==> config.mk <==
export PLATFORM = sky130hd
export DESIGN_NAME = load_cell_adc_reader_with_tare
export DESIGN_NICKNAME = d
export VERILOG_FILES = /design/src/hdl/lcar_pkg.sv /design/src/hdl/load_cell_adc_reader_with_tare.sv
export SDC_FILE = /design/constraint.sdc
export NUM_CORES = 1
export LEC_CHECK = 0
export ABC_CLOCK_PERIOD_IN_PS = 8450
export BUFFER_PORTS_ARGS = -buffer_cell sky130_fd_sc_hd__buf_2
export CORE_ASPECT_RATIO = 1.25
export CORE_MARGIN = 4
export CORE_UTILIZATION = 60
export DETAILED_ROUTE_END_ITERATION = 8
export HOLD_SLACK_MARGIN = 0.1
export PLACE_DENSITY = 0.78
export SYNTH_ARGS = -nofsm -noshare
export SYNTH_HDL_FRONTEND = slang
export SYNTH_SLANG_ARGS = --single-unit
==> constraint.sdc <==
create_clock -name clk -period 8.45 [get_ports clk]
set_input_delay 0.845 -clock clk [delete_from_list [all_inputs] [get_ports clk]]
set_output_delay 0.845 -clock clk [all_outputs]
set_load 0.1 [all_outputs]
==> src/hdl/lcar_pkg.sv <==
package lcar_pkg;

  // Default converter word length in bits.
  localparam int SAMPLE_BITS_DEFAULT = 24;

  // Width of the offset and the reported weight.
  localparam int WEIGHT_W = 32;

  // Width of the configuration registers and their counters.
  localparam int CFG_W = 16;

  // Reset values of the configuration registers.
  localparam logic [CFG_W-1:0] TARE_COUNT_RESET = 16'd16;
  localparam logic [CFG_W-1:0] TIMEOUT_RESET    = 16'd60000;

  // Operation codes carried on the input channel.
  localparam logic [2:0] OP_TICK       = 3'd0;
  localparam logic [2:0] OP_READ       = 3'd1;
  localparam logic [2:0] OP_TARE       = 3'd2;
  localparam logic [2:0] OP_ADJUST     = 3'd3;
  localparam logic [2:0] OP_POWER_DOWN = 3'd4;

  // Configuration register indexes.
  localparam logic CFG_TARE_COUNT = 1'b0;
  localparam logic CFG_TIMEOUT    = 1'b1;

  // Phases of one conversion sequence.
  typedef enum logic [1:0] {
    PH_IDLE  = 2'd0,
    PH_WAIT  = 2'd1,
    PH_SHIFT = 2'd2,
    PH_GAIN  = 2'd3
  } phase_t;

endpackage

==> src/hdl/load_cell_adc_reader_with_tare.sv <==
// Load-cell converter reader with tare, for a two-wire serial converter.
// Each input beat is one half-period tick of the serial clock. The beat
// carries an operation code, the sampled level of the converter's data pin
// and a signed offset adjustment; each beat yields exactly one result beat
// with the clock level to drive for that tick, busy and done flags, a
// timeout status and the net weight (sample minus zero offset).
// A read waits for the data pin to fall, clocks SAMPLE_BITS bits MSB first
// and one gain pulse, then reports the weight. A tare runs the configured
// number of conversions (at least one) and sets the offset to the middle
// of their range. The configuration channel writes the tare count
// (index 0) and the ready timeout (index 1); it is always ready and takes
// effect at once. The result of a beat is registered at the edge that
// accepts it. Throughput is one beat per cycle, set by the single output
// register, which accepts a new beat whenever it is empty or being drained.
// When the receiver stalls, the result holds and input ready drops until the
// result is taken. Synchronous reset clears the sequence to idle, the offset
// to zero, the converter to powered up and the registers to 16 and 60000.
module load_cell_adc_reader_with_tare #(
  parameter int SAMPLE_BITS = lcar_pkg::SAMPLE_BITS_DEFAULT
) (
  input  logic                               clk,
  input  logic                               rst,
  input  logic                               in_valid,
  output logic                               in_ready,
  input  logic [2:0]                         operation,
  input  logic                               dout_level,
  input  logic signed [lcar_pkg::WEIGHT_W-1:0] offset_adjust,
  output logic                               out_valid,
  input  logic                               out_ready,
  output logic                               sck_level,
  output logic                               busy_res,
  output logic                               done_res,
  output logic                               status,
  output logic signed [lcar_pkg::WEIGHT_W-1:0] net_weight,
  input  logic                               cfg_valid,
  output logic                               cfg_ready,
  input  logic                               cfg_index,
  input  logic [lcar_pkg::CFG_W-1:0]         cfg_data
);

  localparam int WW    = lcar_pkg::WEIGHT_W;
  localparam int CW    = lcar_pkg::CFG_W;
  localparam int BIT_W = $clog2(SAMPLE_BITS + 1);

  // Configuration registers.
  logic [CW-1:0] tare_sample_count;
  logic [CW-1:0] ready_timeout_ticks;

  // Sequence state.
  lcar_pkg::phase_t          phase, phase_next;
  logic                      tare_mode, tare_mode_next;
  logic [BIT_W-1:0]          bit_counter, bit_counter_next;
  logic                      clock_half, clock_half_next;
  logic [CW-1:0]             wait_counter, wait_counter_next;
  logic [CW-1:0]             samples_taken, samples_taken_next;
  logic [SAMPLE_BITS-1:0]    shift_register, shift_register_next;
  logic signed [SAMPLE_BITS-1:0] running_min, running_min_next;
  logic signed [SAMPLE_BITS-1:0] running_max, running_max_next;
  logic [WW-1:0]             zero_offset, zero_offset_next;
  logic                      powered_down, powered_down_next;

  // Result of the current beat.
  logic          sck_c, busy_c, done_c, status_c;
  logic [WW-1:0] net_c;

  // Shared datapath terms.
  logic                      in_fire;
  logic                      is_start;
  logic signed [SAMPLE_BITS-1:0] sample;
  logic [WW-1:0]             sample_ext;
  logic [BIT_W-1:0]          bit_counter_inc;
  logic [CW-1:0]             samples_inc;
  logic [CW-1:0]             samples_need;
  logic signed [SAMPLE_BITS-1:0] min_upd, max_upd;
  logic [SAMPLE_BITS:0]      span;
  logic [WW-1:0]             tare_offset;

  assign in_ready  = !out_valid || out_ready;
  assign in_fire   = in_valid && in_ready;
  assign cfg_ready = 1'b1;

  assign is_start = (operation == lcar_pkg::OP_READ) || (operation == lcar_pkg::OP_TARE);

  // Sign-extended sample and the tare range update.
  assign sample          = $signed(shift_register);
  assign sample_ext      = {{(WW-SAMPLE_BITS){shift_register[SAMPLE_BITS-1]}}, shift_register};
  assign bit_counter_inc = bit_counter + BIT_W'(1);
  assign samples_inc     = samples_taken + CW'(1);
  assign samples_need    = (tare_sample_count == '0) ? CW'(1) : tare_sample_count;
  assign min_upd = ((samples_taken == '0) || (sample < running_min)) ? sample : running_min;
  assign max_upd = ((samples_taken == '0) || (sample > running_max)) ? sample : running_max;
  assign span    = {max_upd[SAMPLE_BITS-1], max_upd} - {min_upd[SAMPLE_BITS-1], min_upd};
  assign tare_offset = {{(WW-SAMPLE_BITS){min_upd[SAMPLE_BITS-1]}}, min_upd}
                     + {{(WW-SAMPLE_BITS){1'b0}}, span[SAMPLE_BITS:1]};

  // Next state of the sequence.
  always_comb begin
    phase_next          = phase;
    tare_mode_next      = tare_mode;
    bit_counter_next    = bit_counter;
    clock_half_next     = clock_half;
    wait_counter_next   = wait_counter;
    samples_taken_next  = samples_taken;
    shift_register_next = shift_register;
    running_min_next    = running_min;
    running_max_next    = running_max;
    zero_offset_next    = zero_offset;
    powered_down_next   = powered_down;
    unique case (phase)
      lcar_pkg::PH_IDLE: begin
        if (is_start) begin
          powered_down_next  = 1'b0;
          phase_next         = lcar_pkg::PH_WAIT;
          tare_mode_next     = (operation == lcar_pkg::OP_TARE);
          wait_counter_next  = '0;
          bit_counter_next   = '0;
          clock_half_next    = 1'b0;
          samples_taken_next = '0;
        end else if (operation == lcar_pkg::OP_ADJUST) begin
          zero_offset_next = zero_offset + offset_adjust;
        end else if (operation == lcar_pkg::OP_POWER_DOWN) begin
          powered_down_next = 1'b1;
        end
      end
      lcar_pkg::PH_WAIT: begin
        if (!dout_level) begin
          phase_next          = lcar_pkg::PH_SHIFT;
          bit_counter_next    = '0;
          clock_half_next     = 1'b0;
          shift_register_next = '0;
        end else if (wait_counter >= ready_timeout_ticks) begin
          phase_next = lcar_pkg::PH_IDLE;
        end else begin
          wait_counter_next = wait_counter + CW'(1);
        end
      end
      lcar_pkg::PH_SHIFT: begin
        clock_half_next = !clock_half;
        if (clock_half) begin
          shift_register_next = {shift_register[SAMPLE_BITS-2:0], dout_level};
          bit_counter_next    = bit_counter_inc;
          if (bit_counter_inc >= BIT_W'(SAMPLE_BITS)) begin
            phase_next = lcar_pkg::PH_GAIN;
          end
        end
      end
      lcar_pkg::PH_GAIN: begin
        clock_half_next = !clock_half;
        if (clock_half) begin
          if (!tare_mode) begin
            phase_next = lcar_pkg::PH_IDLE;
          end else begin
            running_min_next   = min_upd;
            running_max_next   = max_upd;
            samples_taken_next = samples_inc;
            if (samples_inc >= samples_need) begin
              zero_offset_next = tare_offset;
              phase_next       = lcar_pkg::PH_IDLE;
            end else begin
              phase_next        = lcar_pkg::PH_WAIT;
              wait_counter_next = '0;
            end
          end
        end
      end
      default: begin
        phase_next = lcar_pkg::PH_IDLE;
      end
    endcase
  end

  // Result fields of the current tick.
  always_comb begin
    sck_c    = 1'b0;
    busy_c   = 1'b0;
    done_c   = 1'b0;
    status_c = 1'b0;
    net_c    = '0;
    unique case (phase)
      lcar_pkg::PH_IDLE: begin
        if (is_start) begin
          busy_c = 1'b1;
        end else begin
          sck_c = powered_down || (operation == lcar_pkg::OP_POWER_DOWN);
        end
      end
      lcar_pkg::PH_WAIT: begin
        if (dout_level && (wait_counter >= ready_timeout_ticks)) begin
          done_c   = 1'b1;
          status_c = 1'b1;
        end else begin
          busy_c = 1'b1;
        end
      end
      lcar_pkg::PH_SHIFT: begin
        busy_c = 1'b1;
        sck_c  = !clock_half;
      end
      lcar_pkg::PH_GAIN: begin
        sck_c  = !clock_half;
        busy_c = 1'b1;
        if (clock_half) begin
          if (!tare_mode) begin
            net_c  = sample_ext - zero_offset;
            busy_c = 1'b0;
            done_c = 1'b1;
          end else if (samples_inc >= samples_need) begin
            busy_c = 1'b0;
            done_c = 1'b1;
          end
        end
      end
      default: begin
        busy_c = 1'b0;
      end
    endcase
  end

  // Configuration writes.
  always_ff @(posedge clk) begin
    if (rst) begin
      tare_sample_count   <= lcar_pkg::TARE_COUNT_RESET;
      ready_timeout_ticks <= lcar_pkg::TIMEOUT_RESET;
    end else if (cfg_valid) begin
      unique case (cfg_index)
        lcar_pkg::CFG_TARE_COUNT: tare_sample_count   <= cfg_data;
        lcar_pkg::CFG_TIMEOUT:    ready_timeout_ticks <= cfg_data;
        default:                  tare_sample_count   <= tare_sample_count;
      endcase
    end
  end

  // Sequence state advances once per accepted beat.
  always_ff @(posedge clk) begin
    if (rst) begin
      phase          <= lcar_pkg::PH_IDLE;
      tare_mode      <= 1'b0;
      bit_counter    <= '0;
      clock_half     <= 1'b0;
      wait_counter   <= '0;
      samples_taken  <= '0;
      shift_register <= '0;
      running_min    <= '0;
      running_max    <= '0;
      zero_offset    <= '0;
      powered_down   <= 1'b0;
    end else if (in_fire) begin
      phase          <= phase_next;
      tare_mode      <= tare_mode_next;
      bit_counter    <= bit_counter_next;
      clock_half     <= clock_half_next;
      wait_counter   <= wait_counter_next;
      samples_taken  <= samples_taken_next;
      shift_register <= shift_register_next;
      running_min    <= running_min_next;
      running_max    <= running_max_next;
      zero_offset    <= zero_offset_next;
      powered_down   <= powered_down_next;
    end
  end

  // Output register valid flag.
  always_ff @(posedge clk) begin
    if (rst) begin
      out_valid <= 1'b0;
    end else begin
      out_valid <= in_fire || (out_valid && !out_ready);
    end
  end

  // Output payload, loaded with each accepted beat.
  always_ff @(posedge clk) begin
    if (in_fire) begin
      sck_level  <= sck_c;
      busy_res   <= busy_c;
      done_res   <= done_c;
      status     <= status_c;
      net_weight <= net_c;
    end
  end

endmodule

== Yosys cells after proc, flatten, opt, wreduce, memory -nomap -nowiden ==
Index checks and enable logic that the tools add are counted.

* Bits in registers: 215
* Bits of input ports: 58
* Output and inout bits: 39

* Reductions and logical operators: 34
* Order comparisons: 5
* Bitwise operators: 3
* Add/sub/neg operators: 7
* Muxes and demuxes: 54
* Equality and inequality tests: 21

{| class="wikitable"
|+ Operators with widths
! kind !! count
|-
| 32-bit two-way mux || 5
|-
| 16-bit two-way mux || 9
|-
| 24-bit two-way mux || 4
|-
| 32-bit one-hot mux with 2 select lines || 1
|-
| 16-bit one-hot mux with 3 select lines || 1
|-
| 24-bit one-hot mux with 2 select lines || 1
|-
| 16-bit by 1-bit adder with 16-bit output, second input constant || 2
|-
| 32-bit adder || 1
|-
| 16-bit >= comparator || 2
|-
| 16-bit logical NOT || 2
|-
| 16-bit one-hot mux with 2 select lines || 1
|-
| 32-bit subtractor || 1
|-
| 24-bit by 25-bit adder with 26-bit output || 1
|-
| 2-bit != test, second input constant || 13
|-
| 24-bit by 24-bit subtractor with 25-bit output || 1
|-
| 24-bit > comparator || 1
|-
| 24-bit < comparator || 1
|-
| 1-bit two-way mux || 17
|-
| 5-bit two-way mux || 3
|-
| 5-bit one-hot mux with 3 select lines || 1
|-
| 2-bit two-way mux || 6
|-
| 4-bit AND reduction || 3
|-
| 5-bit AND reduction || 2
|-
| 2-bit one-hot mux with 4 select lines || 1
|-
| other kinds (25) || 44
|}

== Depth between registers and ports, before layout ==
* Depth in word-level cells: 9
* Gate-level depth with buffers: 36

== Worst setup path before layout ==
OpenSTA, ideal clock, no wires.

* Kind: register to register
* Start: reg shift_register[23] (netlist: sample[23])
* End: reg zero_offset[24]
* Arrival: 6,622 ps
* Required time: 8,328 ps
* Slack: 1,707 ps
* Clock period less this slack: 6,743 ps
* Stages on the path, launching flop included: 33
* Cells stage by stage: dfxtp_1 ha_1 buf_4 a21oi_1 o21ai_0 nor2_1 nand3_1 or2_2 xnor2_1 and2_2 buf_2 buf_2 a21oi_1 fa_1 a21o_1 a21oi_1 o21bai_1 a21oi_1 o21bai_1 a21oi_1 o211ai_1 nand3_1 o2111ai_1 a31o_2 a21oi_1 xnor2_1 ha_1 a21o_1 or4_1 o21ai_0 o21ai_0 mux2i_1 o311a_1

* Cells in the longest elaborated chain, start to end: 9

{| class="wikitable"
|+ Ends and longest elaborated chain
! item !! line !! text
|-
| start: declaration || load_cell_adc_reader_with_tare.sv:56 || <nowiki>logic [SAMPLE_BITS-1:0] shift_register, shift_register_next;</nowiki>
|-
| start signal: assignment || load_cell_adc_reader_with_tare.sv:254 || <nowiki>shift_register <= shift_register_next;</nowiki>
|-
| 24-bit > comparator / 24-bit < comparator (equally long branches) || load_cell_adc_reader_with_tare.sv:91, load_cell_adc_reader_with_tare.sv:90 ||
|-
| 1-bit logical OR, on equally long branches || load_cell_adc_reader_with_tare.sv:91, load_cell_adc_reader_with_tare.sv:90 ||
|-
| 24-bit two-way mux, on equally long branches || load_cell_adc_reader_with_tare.sv:91, load_cell_adc_reader_with_tare.sv:90 ||
|-
| 24-bit by 24-bit subtractor with 25-bit output || load_cell_adc_reader_with_tare.sv:92 || <nowiki>assign span = {max_upd[SAMPLE_BITS-1], max_upd} - {min_upd[SAMPLE_BITS-1], min_upd};</nowiki>
|-
| 24-bit by 25-bit adder with 26-bit output (*) || load_cell_adc_reader_with_tare.sv:94 || <nowiki>+ {{(WW-SAMPLE_BITS){1'b0}}, span[SAMPLE_BITS:1]};</nowiki>
|-
| 32-bit two-way mux (*) || load_cell_adc_reader_with_tare.sv:156 || <nowiki>if (samples_inc >= samples_need) begin</nowiki>
|-
| 32-bit two-way mux (*) || load_cell_adc_reader_with_tare.sv:150 || <nowiki>if (!tare_mode) begin</nowiki>
|-
| 32-bit two-way mux (*) || load_cell_adc_reader_with_tare.sv:149 || <nowiki>if (clock_half) begin</nowiki>
|-
| 32-bit one-hot mux with 2 select lines (*) || load_cell_adc_reader_with_tare.sv:109 || <nowiki>unique case (phase)</nowiki>
|-
| end signal: assignment || load_cell_adc_reader_with_tare.sv:257 || <nowiki>zero_offset <= zero_offset_next;</nowiki>
|-
| end: declaration || load_cell_adc_reader_with_tare.sv:59 || <nowiki>logic [WW-1:0] zero_offset, zero_offset_next;</nowiki>
|}

Every way passes the cells marked *; elsewhere a longest branch is shown, timed or not. The select of a mux whose other input is x is not followed.
A chain may end at the register's enable or synchronous reset.

== Final worst setup path ==
* Start: reg shift_register[2] (netlist: sample[2])
* End: reg zero_offset[26]

The elaborated chain is that of the path after synthesis.

==> results.sh <==
export IMPL_fin_tns_setup_ps=0
export IMPL_antenna_found_initial=1
export IMPL_io_pins=97
export IMPL_yosys_warnings=0
export IMPL_avgSynthCellArea_um2=7.93
export IMPL_met2_wirelength_mm=20.5
export IMPL_arrival_ps=8020
export IMPL_grt_max_degree=86
export IMPL_dr_max_layer_used="met4"
export IMPL_clock_path_buffers=3
export IMPL_grt_pass1_vias=14700
export IMPL_yosysTopAreaCell="dfxtp_1"
export IMPL_worstHoldStart="ready_timeout_ticks[12]"
export IMPL_grt_usage_pct=28.3
export IMPL_drc_errors=0
export IMPL_worstRegToRegCells=27
export IMPL_start_util_pct=60.9
export IMPL_r2r_end="zero_offset[26]"
export IMPL_gp_congestion=0.989
export IMPL_cap_violations=0
export IMPL_cts_htree_levels=1
export IMPL_netlist_top_cells_area="dfxtp_1 (22%), ha_1 (15%), edfxtp_1 (6.6%)"
export IMPL_crit_type="flip-flop to flip-flop"
export IMPL_power_density_nw_per_um2=142
export IMPL_ant_nets=0
export IMPL_yosys_area_share_simple_pct=18.8
export IMPL_seq_area_frac_synth_pct=28.5
export IMPL_m1WireLength_mm=18.3
export IMPL_synth_ff_latch_count=215
export IMPL_die_w_um=156
export IMPL_cts_setup_buffers=0
export IMPL_cts_sinks=215
export IMPL_critPathLaunchType="flip-flop"
export IMPL_portBuffers=95
export IMPL_synth_xor_area_share_pct=5.25
export IMPL_cts_tree="done"
export IMPL_hpwl_mm=32.7
export IMPL_drt_pre_antenna_iters=5
export IMPL_cp_required_ps=8870
export IMPL_viasPerCell=6.13
export IMPL_period_share_pct=89.9
export IMPL_root_buffer="clkbuf_16"
export IMPL_syn_area_um2=16300
export IMPL_die_h_um=193
export IMPL_relSlewSlack_pct=23.8
export IMPL_path_clk_slew_ps=60
export IMPL_setup_violations=0
export IMPL_clock_latency_ps=540
export IMPL_synth_top_area_share_pct=21.9
export IMPL_cts_resized_gates=0
export IMPL_vdd_drop_max_mv=0.131
export IMPL_min_to="ready_timeout_ticks[12]"
export IMPL_wl_met3_mm=2.68
export IMPL_vias=15200
export IMPL_synth_top_family_by_area="compound AO/OA/AOI/OAI gates"
export IMPL_worstHoldPathCells=2
export IMPL_rsz0062_at_grt="no"
export IMPL_cts_buffers=24
export IMPL_synth_compound_area_share_pct=24.2
export IMPL_skew_ps=24.8
export IMPL_cellLeakagePower_nw=8.00
export IMPL_finalCriticalPeriod_ps=7600
export IMPL_num_antenna_cells=0
export IMPL_totalWireLength_mm=43.4
export IMPL_reg2reg_from="sample[2]"
export IMPL_gr_total_overflow=0
export IMPL_hold_class="flip-flop to flip-flop"
export IMPL_yosys_area_share_adder_pct=15.3
export IMPL_area_delta_synth_final_pct=9.68
export IMPL_worst_hold_slack_ps=457
export IMPL_grt_pass1_wl_mm=70.9
export IMPL_endpoint_kind="flip-flop"
export IMPL_design_core_area_um2=26800
export IMPL_synth_cell_types=86
export IMPL_worst_pin_slew_ps=1140
export IMPL_dr_first_iter_drc_count=984
export IMPL_layout_nets=2372
export IMPL_synth_nets=2317
export IMPL_yosys_top_cells_count="nor2_1 (206), nand2_1 (199), ha_1 (194), a21oi_1 (187), inv_1 (180)"
export IMPL_status="complete, no violations"
export IMPL_synthMuxAreaShare_pct=1.72
export IMPL_wire_per_inst_um=17.5
export IMPL_ys_dominant_reg_cell="dfxtp_1"
export IMPL_die_area_um2=30000
export IMPL_cp_max_fo=10
export IMPL_slew_violations=0
export IMPL_fillers=2255
export IMPL_max_freq_mhz=132
export IMPL_synth_edf_count=36
export IMPL_yosysMostFrequentCell="nor2_1"
export IMPL_synthCells=2061
export IMPL_rows=67
export IMPL_r2r_slack_ps=850
export IMPL_synth_async_reset_ratio_pct=0
export IMPL_holdBufCountCts=0
export IMPL_hold_violations=0
export IMPL_drive_above_1_share_pct=8.81
## layout make-up
type | instances | area (um^2) | share of cell area (%)
timing repair buffer | 111 | 598 | 3.34
tap | 345 | 432 | 2.41
multi-input combinational | 1584 | 10700 | 59.7
clock buffer | 34 | 708 | 3.95
clock inverter | 10 | 150 | 0.837
sequential | 215 | 4660 | 26.0
inverter | 180 | 676 | 3.77
## cells by family after synthesis
| group | after synthesis |
|---|---|
| adders and majority gates | 198 |
| AOI/OAI and AO/OA | 611 |
| xor gates and xnor gates | 98 |
| muxes | 28 |
| other | 1 |
| and+or+nand+nor | 648 |
| DFF | 215 |
| buffers and inverters | 262 |
## metrics by stage
step | instances | setup slack [ps] | total power, mW | util (%) | instance area [um^2]
after floorplan | 2061 | 1710 | 1.35 | - | 16300
after global placement | 2435 | 1170 | 1.42 | 63.6 | 17100
after detailed placement | 2435 | 915 | 1.43 | 63.6 | 17100
after CTS | 2479 | 889 | 2.54 | 66.8 | 17900
after global routing | 2479 | 247 | 2.62 | 66.8 | 17900
final | 2479 | 850 | 2.54 | 66.8 | 17900
## cells in the final DEF (no fill, tap or decap), drive strengths merged, types with 15 or more instances in the layout
cell      n
a22oi    29
nand2b   27
inv     180
clkbuf   34
nor2b    20
o21ai   106
o211ai   27
a21o     72
a21oi   188
mux2i    27
xor2     31
nor2    206
o21a     22
nand4    22
edfxtp   36
buf     111
dfxtp   179
and3     21
nor3     39
o21bai   15
nand2   200
ha      194
xnor2    67
a211oi   74
nand3    41
## state kept, by name, indices dropped and copies added (netlist names), 24 cells and up, named ones only
name,flops
net_weight,32
running_max,24
running_min,24
sample,24
zero_offset,32
## how the worst max path moves through the flow
| stage | start | end | cells past startpoint |
|---|---|---|---|
| floorplan | sample[23] | zero_offset[24] | 32 |
| global placement | sample[2] | zero_offset[24] | 29 |
| detailed placement | sample[2] | zero_offset[30] | 27 |
| CTS | sample[2] | zero_offset[30] | 27 |
| global route | sample[2] | zero_offset[26] | 27 |
| finish | sample[2] | zero_offset[26] | 27 |
## worst max-delay path, cell delays in order, from the launching register on
cell,delay [ps]
dfxtp_1,460
ha_1,300
a21o_1,180
a31oi_1,170
o21ai_0,180
o311a_1,390
or2_2,330
xnor2_1,140
and2_2,350
mux2i_1,350
ha_1,340
a21o_1,200
a21oi_1,200
o21bai_1,100
a21oi_1,220
o21bai_1,90
a21oi_1,370
xnor2_1,120
ha_1,370
nand3_1,140
or3_1,390
o21ai_0,370
o221ai_1,330
a221oi_1,490
a21oi_1,150
xnor2_1,270
a21oi_2,170
a221oi_1,290
## per-layer routing
metal | track usage [%] | vias up
met4 | 12.0 | 0
met3 | 3.03 | 123
met2 | 48.1 | 527
met5 | 0 | -
met1 | 36.6 | 7068
li1 | - | 7481
## report_power, final
part           internal, mW  total, mW  switching [mW]
sequential             1.06       1.08          0.0137
combinational         0.111      0.338           0.228
clock                 0.678       1.13           0.448
total                  1.85       2.54           0.689
Note: power is estimated with default switching activity, not from simulation.
